**src/rtl/core/i2a_pkg.sv**
```systemverilog
// i2a_pkg: types, codes and helpers shared by the integer to ascii formatter
// no dependencies
package i2a_pkg;

    localparam int VAL_W      = 32;
    localparam int DIGIT_W    = 4;
    localparam int NUM_DIGITS = 11;
    localparam int DIG_W      = DIGIT_W * NUM_DIGITS;
    localparam int BCD_DIGITS = 10;
    localparam int BCD_W      = DIGIT_W * BCD_DIGITS;
    localparam int CNT_W      = 4;
    localparam int BIT_CNT_W  = 5;

    localparam logic [2:0] OP_CHAR = 3'd0;
    localparam logic [2:0] OP_SDEC = 3'd1;
    localparam logic [2:0] OP_UDEC = 3'd2;
    localparam logic [2:0] OP_OCT  = 3'd3;
    localparam logic [2:0] OP_HEXL = 3'd4;
    localparam logic [2:0] OP_HEXU = 3'd5;

    localparam logic [7:0] CHAR_MINUS = 8'h2d;
    localparam logic [7:0] CHAR_ZERO  = 8'h30;
    localparam logic [7:0] CHAR_LOW_A = 8'h61;
    localparam logic [7:0] CHAR_UP_A  = 8'h41;

    typedef struct packed {
        logic [2:0]       operation;
        logic [VAL_W-1:0] value;
    } t_in;

    typedef struct packed {
        logic [7:0] character;
        logic       last;
    } t_out;

    typedef struct packed {
        logic             char_mode;
        logic             upper;
        logic             neg;
        logic [7:0]       ch;
        logic [DIG_W-1:0] digits;
    } t_emit_cmd;

    typedef enum logic [1:0] {
        ST_IDLE,
        ST_CONV,
        ST_EMIT
    } t_state;

    function automatic logic [7:0] f_digit_char(input logic [DIGIT_W-1:0] d,
                                                input logic upper);
        logic [7:0] base;
        base = upper ? CHAR_UP_A : CHAR_LOW_A;
        if (d < 4'd10) begin
            f_digit_char = CHAR_ZERO + {4'd0, d};
        end else begin
            f_digit_char = base + {4'd0, d} - 8'd10;
        end
    endfunction

endpackage

```
**src/rtl/core/i2a_bcd.sv**
```systemverilog
// i2a_bcd: bit-serial binary to bcd converter, one input bit per cycle
// depends on i2a_pkg
module i2a_bcd (
    input  logic                      i_clk,
    input  logic                      i_rst_n,
    input  logic                      i_start,
    input  logic [i2a_pkg::VAL_W-1:0] i_mag,
    output logic                      o_done,
    output logic [i2a_pkg::BCD_W-1:0] o_bcd
);

    logic [i2a_pkg::VAL_W-1:0]     r_mag;
    logic [i2a_pkg::BCD_W-1:0]     r_bcd;
    logic [i2a_pkg::BIT_CNT_W-1:0] r_cnt;
    logic                          r_run;
    logic                          r_done;
    logic [i2a_pkg::BCD_W-1:0]     adj;

    // add three to every digit of five or more before the shift
    always_comb begin
        for (int k = 0; k < i2a_pkg::BCD_DIGITS; k++) begin
            if (r_bcd[k*4 +: 4] >= 4'd5) begin
                adj[k*4 +: 4] = r_bcd[k*4 +: 4] + 4'd3;
            end else begin
                adj[k*4 +: 4] = r_bcd[k*4 +: 4];
            end
        end
    end

    always_ff @(posedge i_clk) begin
        if (!i_rst_n) begin
            r_run  <= 1'b0;
            r_done <= 1'b0;
            r_cnt  <= '0;
        end else begin
            r_done <= 1'b0;
            if (i_start) begin
                r_run <= 1'b1;
                r_cnt <= '0;
            end else if (r_run) begin
                r_cnt <= r_cnt + 1'b1;
                if (r_cnt == i2a_pkg::BIT_CNT_W'(i2a_pkg::VAL_W - 1)) begin
                    r_run  <= 1'b0;
                    r_done <= 1'b1;
                end
            end
        end
    end

    always_ff @(posedge i_clk) begin
        if (i_start) begin
            r_mag <= i_mag;
            r_bcd <= '0;
        end else if (r_run) begin
            r_mag <= {r_mag[i2a_pkg::VAL_W-2:0], 1'b0};
            r_bcd <= {adj[i2a_pkg::BCD_W-2:0], r_mag[i2a_pkg::VAL_W-1]};
        end
    end

    assign o_done = r_done;
    assign o_bcd  = r_bcd;

endmodule

```
**src/rtl/core/i2a_emit.sv**
```systemverilog
// i2a_emit: digit shift register, leading zero skip and output register
// depends on i2a_pkg
module i2a_emit (
    input  logic               i_clk,
    input  logic               i_rst_n,
    input  logic               i_load,
    input  i2a_pkg::t_emit_cmd i_cmd,
    output logic               o_busy,
    output logic               o_valid,
    input  logic               i_stall,
    output i2a_pkg::t_out      o_out
);

    logic                          r_busy, n_busy;
    logic [i2a_pkg::DIG_W-1:0]     r_dig, n_dig;
    logic [i2a_pkg::CNT_W-1:0]     r_cnt, n_cnt;
    logic                          r_lead, n_lead;
    logic                          r_sign, n_sign;
    logic                          r_char_mode, n_char_mode;
    logic                          r_upper, n_upper;
    logic [7:0]                    r_ch, n_ch;
    logic                          r_ovalid, n_ovalid;
    i2a_pkg::t_out                 r_out, n_out;
    logic                          slot_free;
    logic                          emit;
    logic                          is_last;
    logic [i2a_pkg::DIGIT_W-1:0]   d;

    assign slot_free = !r_ovalid || !i_stall;
    assign d         = r_dig[i2a_pkg::DIG_W-1 -: i2a_pkg::DIGIT_W];
    assign is_last   = (r_cnt == i2a_pkg::CNT_W'(1));

    always_comb begin
        n_busy      = r_busy;
        n_dig       = r_dig;
        n_cnt       = r_cnt;
        n_lead      = r_lead;
        n_sign      = r_sign;
        n_char_mode = r_char_mode;
        n_upper     = r_upper;
        n_ch        = r_ch;
        n_out       = r_out;
        emit        = 1'b0;
        if (i_load) begin
            n_busy      = 1'b1;
            n_dig       = i_cmd.digits;
            n_cnt       = i2a_pkg::CNT_W'(i2a_pkg::NUM_DIGITS);
            n_lead      = 1'b1;
            n_sign      = i_cmd.neg;
            n_char_mode = i_cmd.char_mode;
            n_upper     = i_cmd.upper;
            n_ch        = i_cmd.ch;
        end else if (r_busy) begin
            priority if (r_char_mode) begin
                if (slot_free) begin
                    emit   = 1'b1;
                    n_out  = '{character: r_ch, last: 1'b1};
                    n_busy = 1'b0;
                end
            end else if (r_sign) begin
                if (slot_free) begin
                    emit   = 1'b1;
                    n_out  = '{character: i2a_pkg::CHAR_MINUS, last: 1'b0};
                    n_sign = 1'b0;
                end
            end else if (r_lead && d == '0 && !is_last) begin
                n_dig = {r_dig[i2a_pkg::DIG_W-i2a_pkg::DIGIT_W-1:0],
                         {i2a_pkg::DIGIT_W{1'b0}}};
                n_cnt = r_cnt - 1'b1;
            end else begin
                if (slot_free) begin
                    emit   = 1'b1;
                    n_out  = '{character: i2a_pkg::f_digit_char(d, r_upper),
                               last: is_last};
                    n_dig  = {r_dig[i2a_pkg::DIG_W-i2a_pkg::DIGIT_W-1:0],
                              {i2a_pkg::DIGIT_W{1'b0}}};
                    n_cnt  = r_cnt - 1'b1;
                    n_lead = 1'b0;
                    if (is_last) begin
                        n_busy = 1'b0;
                    end
                end
            end
        end
        if (emit) begin
            n_ovalid = 1'b1;
        end else if (i_stall) begin
            n_ovalid = r_ovalid;
        end else begin
            n_ovalid = 1'b0;
        end
    end

    always_ff @(posedge i_clk) begin
        if (!i_rst_n) begin
            r_busy   <= 1'b0;
            r_ovalid <= 1'b0;
        end else begin
            r_busy   <= n_busy;
            r_ovalid <= n_ovalid;
        end
    end

    always_ff @(posedge i_clk) begin
        r_dig       <= n_dig;
        r_cnt       <= n_cnt;
        r_lead      <= n_lead;
        r_sign      <= n_sign;
        r_char_mode <= n_char_mode;
        r_upper     <= n_upper;
        r_ch        <= n_ch;
        r_out       <= n_out;
    end

    assign o_busy  = r_busy;
    assign o_valid = r_ovalid;
    assign o_out   = r_out;

endmodule

```
**src/rtl/core/integer_to_ascii_formatter.sv**
```systemverilog
// integer_to_ascii_formatter: top level, mode decode and sequencing
// depends on i2a_pkg, i2a_bcd and i2a_emit
//
// Formats one 32-bit value per transfer as ASCII, most significant character
// first, one character per output transfer, with last set on the final one.
// Modes: character, signed decimal, unsigned decimal, octal, hex lower and
// hex upper; codes 6 and 7 are taken and give no output. One item is in work
// at a time. Decimal modes run a bit-serial binary to bcd converter, then
// the emitter steps through 11 digit slots at one per cycle while the output
// does not stall. Octal, hex and character modes skip the converter.
module integer_to_ascii_formatter (
    input  logic          i_clk,
    input  logic          i_rst_n,
    input  logic          i_valid,
    output logic          o_stall,
    input  i2a_pkg::t_in  i_in,
    output logic          o_valid,
    input  logic          i_stall,
    output i2a_pkg::t_out o_out
);

    i2a_pkg::t_state               r_state, n_state;
    logic                          r_neg, n_neg;
    logic                          accept;
    logic                          conv_start;
    logic [i2a_pkg::VAL_W-1:0]     conv_mag;
    logic                          conv_done;
    logic [i2a_pkg::BCD_W-1:0]     conv_bcd;
    logic                          emit_load;
    i2a_pkg::t_emit_cmd            emit_cmd;
    logic                          emit_busy;
    logic [i2a_pkg::VAL_W:0]       val_ext;

    assign o_stall = (r_state != i2a_pkg::ST_IDLE);
    assign accept  = i_valid && !o_stall;
    assign val_ext = {1'b0, i_in.value};

    always_comb begin
        n_state    = r_state;
        n_neg      = r_neg;
        conv_start = 1'b0;
        conv_mag   = i_in.value;
        emit_load  = 1'b0;
        emit_cmd   = '{char_mode: 1'b0, upper: 1'b0, neg: 1'b0, ch: i_in.value[7:0],
                       digits: {{(i2a_pkg::DIG_W-i2a_pkg::VAL_W){1'b0}}, i_in.value}};
        unique case (r_state)
            i2a_pkg::ST_IDLE: begin
                if (accept) begin
                    unique case (i_in.operation)
                        i2a_pkg::OP_CHAR: begin
                            emit_load          = 1'b1;
                            emit_cmd.char_mode = 1'b1;
                            n_state            = i2a_pkg::ST_EMIT;
                        end
                        i2a_pkg::OP_SDEC, i2a_pkg::OP_UDEC: begin
                            n_neg = (i_in.operation == i2a_pkg::OP_SDEC) &&
                                    i_in.value[i2a_pkg::VAL_W-1];
                            conv_start = 1'b1;
                            if (n_neg) begin
                                conv_mag = '0 - i_in.value;
                            end
                            n_state = i2a_pkg::ST_CONV;
                        end
                        i2a_pkg::OP_OCT: begin
                            emit_load = 1'b1;
                            for (int k = 0; k < i2a_pkg::NUM_DIGITS; k++) begin
                                emit_cmd.digits[k*4 +: 4] = {1'b0, val_ext[k*3 +: 3]};
                            end
                            n_state = i2a_pkg::ST_EMIT;
                        end
                        i2a_pkg::OP_HEXL, i2a_pkg::OP_HEXU: begin
                            emit_load      = 1'b1;
                            emit_cmd.upper = (i_in.operation == i2a_pkg::OP_HEXU);
                            n_state        = i2a_pkg::ST_EMIT;
                        end
                        default: begin
                        end
                    endcase
                end
            end
            i2a_pkg::ST_CONV: begin
                if (conv_done) begin
                    emit_load       = 1'b1;
                    emit_cmd.neg    = r_neg;
                    emit_cmd.digits = {{(i2a_pkg::DIG_W-i2a_pkg::BCD_W){1'b0}}, conv_bcd};
                    n_state         = i2a_pkg::ST_EMIT;
                end
            end
            i2a_pkg::ST_EMIT: begin
                if (!emit_busy) begin
                    n_state = i2a_pkg::ST_IDLE;
                end
            end
            default: begin
                n_state = i2a_pkg::ST_IDLE;
            end
        endcase
    end

    always_ff @(posedge i_clk) begin
        if (!i_rst_n) begin
            r_state <= i2a_pkg::ST_IDLE;
        end else begin
            r_state <= n_state;
        end
    end

    always_ff @(posedge i_clk) begin
        r_neg <= n_neg;
    end

    i2a_bcd u_bcd (
        .i_clk   (i_clk),
        .i_rst_n (i_rst_n),
        .i_start (conv_start),
        .i_mag   (conv_mag),
        .o_done  (conv_done),
        .o_bcd   (conv_bcd)
    );

    i2a_emit u_emit (
        .i_clk   (i_clk),
        .i_rst_n (i_rst_n),
        .i_load  (emit_load),
        .i_cmd   (emit_cmd),
        .o_busy  (emit_busy),
        .o_valid (o_valid),
        .i_stall (i_stall),
        .o_out   (o_out)
    );

    a_conv_emit_excl: assert property (@(posedge i_clk) disable iff (!i_rst_n)
        (r_state == i2a_pkg::ST_CONV) |-> !emit_busy)
        else $error("emitter busy during conversion");

    a_done_in_conv: assert property (@(posedge i_clk) disable iff (!i_rst_n)
        conv_done |-> (r_state == i2a_pkg::ST_CONV))
        else $error("conversion finished outside conversion state");

    a_numeric_busy: assert property (@(posedge i_clk) disable iff (!i_rst_n)
        (accept && (i_in.operation == i2a_pkg::OP_SDEC ||
                    i_in.operation == i2a_pkg::OP_UDEC)) |=>
        (r_state == i2a_pkg::ST_CONV && o_stall))
        else $error("decimal item did not start conversion");

endmodule

```
**config.mk**
```make
export PLATFORM = sky130hd
export DESIGN_NAME = integer_to_ascii_formatter
export DESIGN_NICKNAME = d
export VERILOG_FILES = /design/src/rtl/core/i2a_pkg.sv /design/src/rtl/core/i2a_bcd.sv /design/src/rtl/core/i2a_emit.sv /design/src/rtl/core/integer_to_ascii_formatter.sv
export SDC_FILE = /design/constraint.sdc
export NUM_CORES = 1
export LEC_CHECK = 0
export ABC_AREA = 1
export BUFFER_PORTS_ARGS = -buffer_cell sky130_fd_sc_hd__clkbuf_2
export CAP_MARGIN = 25
export CORE_MARGIN = 10
export CORE_UTILIZATION = 58
export CTS_BUF_LIST = sky130_fd_sc_hd__clkbuf_8
export DETAILED_ROUTE_END_ITERATION = 12
export GPL_ROUTABILITY_DRIVEN = 0
export MAX_ROUTING_LAYER = met4
export PLACE_DENSITY = 0.79
export SETUP_SLACK_MARGIN = 0.1
export SLEW_MARGIN = 20
export SYNTH_ARGS = -nofsm -noshare
export SYNTH_HDL_FRONTEND = slang
export SYNTH_HIERARCHICAL = 1
export SYNTH_SLANG_ARGS = --single-unit
```
**constraint.sdc**
```tcl
create_clock -name i_clk -period 3.02 [get_ports i_clk]
set_input_delay 0.302 -clock i_clk [delete_from_list [all_inputs] [get_ports i_clk]]
set_output_delay 0.302 -clock i_clk [all_outputs]
set_load 0.03 [all_outputs]
```
==> flow_metrics.env <==
export IMPL_fp_coreArea_um2=15100
export IMPL_drive_above_1_share=0.116
export IMPL_avgRoutedWirePerCell_um=15.2
export IMPL_end_kind="flip-flop"
export IMPL_vias_per_cell=5.50
export IMPL_synthDistinctLibCells=40
export IMPL_period_needed_ps=2150
export IMPL_crit_family="simple AND/OR/NAND/NOR gates"
export IMPL_clkLatencyLatePin_ps=460
export IMPL_critPathBufInv=3
export IMPL_synthToLayoutAreaGrowth_pct=8.52
export IMPL_power_density_nw_per_um2=477
export IMPL_grt_antenna_before_repair=0
export IMPL_rsz0062_at_grt="no"
export IMPL_grt_remaining_overflow=0
export IMPL_setup_tns_final_ps=0
export IMPL_holdPathStages=1
export IMPL_ys_ff_latch=153
export IMPL_fmax_mhz=465
export IMPL_ioPinCount=50
export IMPL_drtIter0Drc=835
export IMPL_crit_type="reg -> reg"
export IMPL_status="finished clean"
export IMPL_cp_data_required_time_ps=3170
export IMPL_r2r_setup_slack_ps=870
export IMPL_synth_edf_count=97
export IMPL_power_mw=4.63
export IMPL_synth_compound_area_frac=0.0712
export IMPL_irDropWorstVdd_mv=0.260
export IMPL_vias=7970
export IMPL_rr_startpoint="r_state[0]"
export IMPL_h_tree_depth=4
export IMPL_rows=45
export IMPL_cts_sinks=153
export IMPL_grt_max_degree=47
export IMPL_grt_pass1_wl_um=35200
export IMPL_post_cts_resized_instances=0
export IMPL_arrival_ps=2310
export IMPL_cp_startpoint="r_state[0]"
export IMPL_hp_start="i_in[1]"
export IMPL_cts_root_buffer="clkbuf_8"
export IMPL_startpoint_type="flip-flop"
export IMPL_post_cts_buffers=0
export IMPL_synth_top_family_by_area="simple AND/OR/NAND/NOR gates"
export IMPL_yosys_area_share_adder=0.0378
export IMPL_r2r_end="u_emit/r_dig[19]"
export IMPL_synth_top_area_frac=0.326
export IMPL_wl_um=22000
export IMPL_synth_top_cell_by_area="edfxtp_1"
export IMPL_fp_dieH_um=144
export IMPL_r2r_cells=8
export IMPL_place_hpwl_um=15800
export IMPL_power_leakage_nw=4.65
export IMPL_synth_seq_area_share=0.451
export IMPL_yosys_top_cells_area="edfxtp_1, nand2_1, dfxtp_1, nand3_1, inv_1"
export IMPL_tritoncts="built"
export IMPL_yosysWarnings=6
export IMPL_synthCells=1204
export IMPL_slew_violations=0
export IMPL_cp_common_cell="nand2_2"
export IMPL_hold_end="u_emit/r_ch[1]"
export IMPL_drc=0
export IMPL_crit_slowest_cell="dfxtp_1"
export IMPL_drt_pre_antenna_iters=6
export IMPL_critical_path_cell_chain="nor2_4, nand2_4, inv_2, nand3_1, nand2_2, inv_1, nand2_2, buf_12"
export IMPL_clk_pin_slew_ps=90
export IMPL_finalSetupViolCount=0
export IMPL_layout_worst_path_cycle_share=0.712
export IMPL_mostFrequentLayoutCells="nand2_1, inv_1, nand3_1"
export IMPL_worstPathMaxFanout=33
export IMPL_hold_path_class="in -> reg"
export IMPL_die_area_um2=20800
export IMPL_synth_simple_area_share=0.339
export IMPL_grt_pass1_vias=7048
export IMPL_synthArstFlopShare=0
export IMPL_die_w_um=144
export IMPL_postSynthAreaPerCell_um2=7.43
export IMPL_syn_cell_area_um2=8940
export IMPL_postCtsHoldBufs=0
export IMPL_finClkSkew_ps=13.7
export IMPL_initial_utilization=0.590
export IMPL_ys_flop_type="edfxtp_1"
export IMPL_final_hold_viol_count=0
export IMPL_clock_path_buffers=2
export IMPL_final_nets=1315
export IMPL_final_antenna_net_count=0
export IMPL_numCtsBuffers=17
export IMPL_muxShareOfSynthArea=0
export IMPL_antennaDiodeCount=0
export IMPL_cp_slowest_stage_delay_ps=370
export IMPL_maxCapViolations=0
export IMPL_port_buffers=49
export IMPL_final_common_cell="nand2_1"
export IMPL_grt_use_total=0.219
export IMPL_synth_xor_area_frac=0.0186
cells in the mapped netlist, types with 11 or more instances:
master / count
a21oi_1: 28
buf_2: 19
dfxtp_1: 56
edfxtp_1: 97
ha_1: 27
inv_1: 125
nand2_1: 495
nand3_1: 101
nor2_1: 86
o21ai_0: 48
o21ai_1: 11
o21ai_2: 12
xor2_1: 19
per-layer routing:
| metal | global-route usage | share of wire |
|---|---|---|
| met2 | 0.327 | 0.46 |
| met5 | - | 0 |
| met3 | 0.0413 | 0.093 |
| met4 | 0.0729 | 0.019 |
| met1 | 0.293 | 0.43 |
stage by stage:
stage	worst slack [ps]	hold slack (ps)	utilization	instances	instance area [µm²]
finish	869	70.5	0.641	1450	9700
global route	712	59.6	0.641	1450	9700
CTS	873	53.8	0.641	1450	9700
detailed placement	709	438	0.615	1418	9320
global placement	747	440	0.615	1418	9320
floorplan	175	401	-	1205	8940
power breakdown:
group,internal (mW),switching [mW],total (mW)
logic,0.188,0.447,0.635
registers,2.39,0.0642,2.46
clock network,0.680,0.857,1.54
total,3.26,1.37,4.63
worst max path at each step:
stage / cells after the start / slack, ps / end
2_1_floorplan: 8 / 170 / u_emit/r_dig[0]
3_3_place_gp: 8 / 750 / u_emit/r_dig[18]
3_5_place_dp: 8 / 710 / u_emit/r_dig[16]
4_1_cts: 8 / 870 / u_emit/r_dig[22]
5_1_grt: 8 / 710 / u_emit/r_dig[15]
6_report: 8 / 870 / u_emit/r_dig[19]
flip-flops by register name (all words and copies together), names as in the netlist:
name	count
u_emit/r_sign	1
u_bcd/r_cnt	5
u_emit/o_valid	1
u_bcd/r_run	1
r_state	2
r_neg	1
u_bcd/o_bcd	40
u_emit/r_ch	8
u_emit/r_lead	1
u_emit/r_cnt	4
u_emit/r_upper	1
u_emit/o_busy	1
u_emit/r_dig	44
u_bcd/r_mag	32
u_emit/o_out	9
u_bcd/o_done	1
u_emit/r_char_mode	1
cell families (layout without fill, tap and decap cells):
logic type,Yosys count,after routing
AND/OR/NAND/NOR,723,723
buffers and inverters,170,227
flip-flops,153,153
AO/OA/AOI/OAI,111,111
adder cells (fa/ha/maj),27,27
XOR/XNOR,19,19
other,1,2
layout make-up:
cell class / instances / area (µm²)
Clock buffer: 17 / 234
Clock inverter: 15 / 153
Fill cell: 1341 / 5440
Inverter: 133 / 502
Multi-Input combinational cell: 882 / 4190
Sequential cell: 153 / 4030
Tap cell: 188 / 235
Timing Repair Buffer: 62 / 355
(Power assumes the default switching activity.)
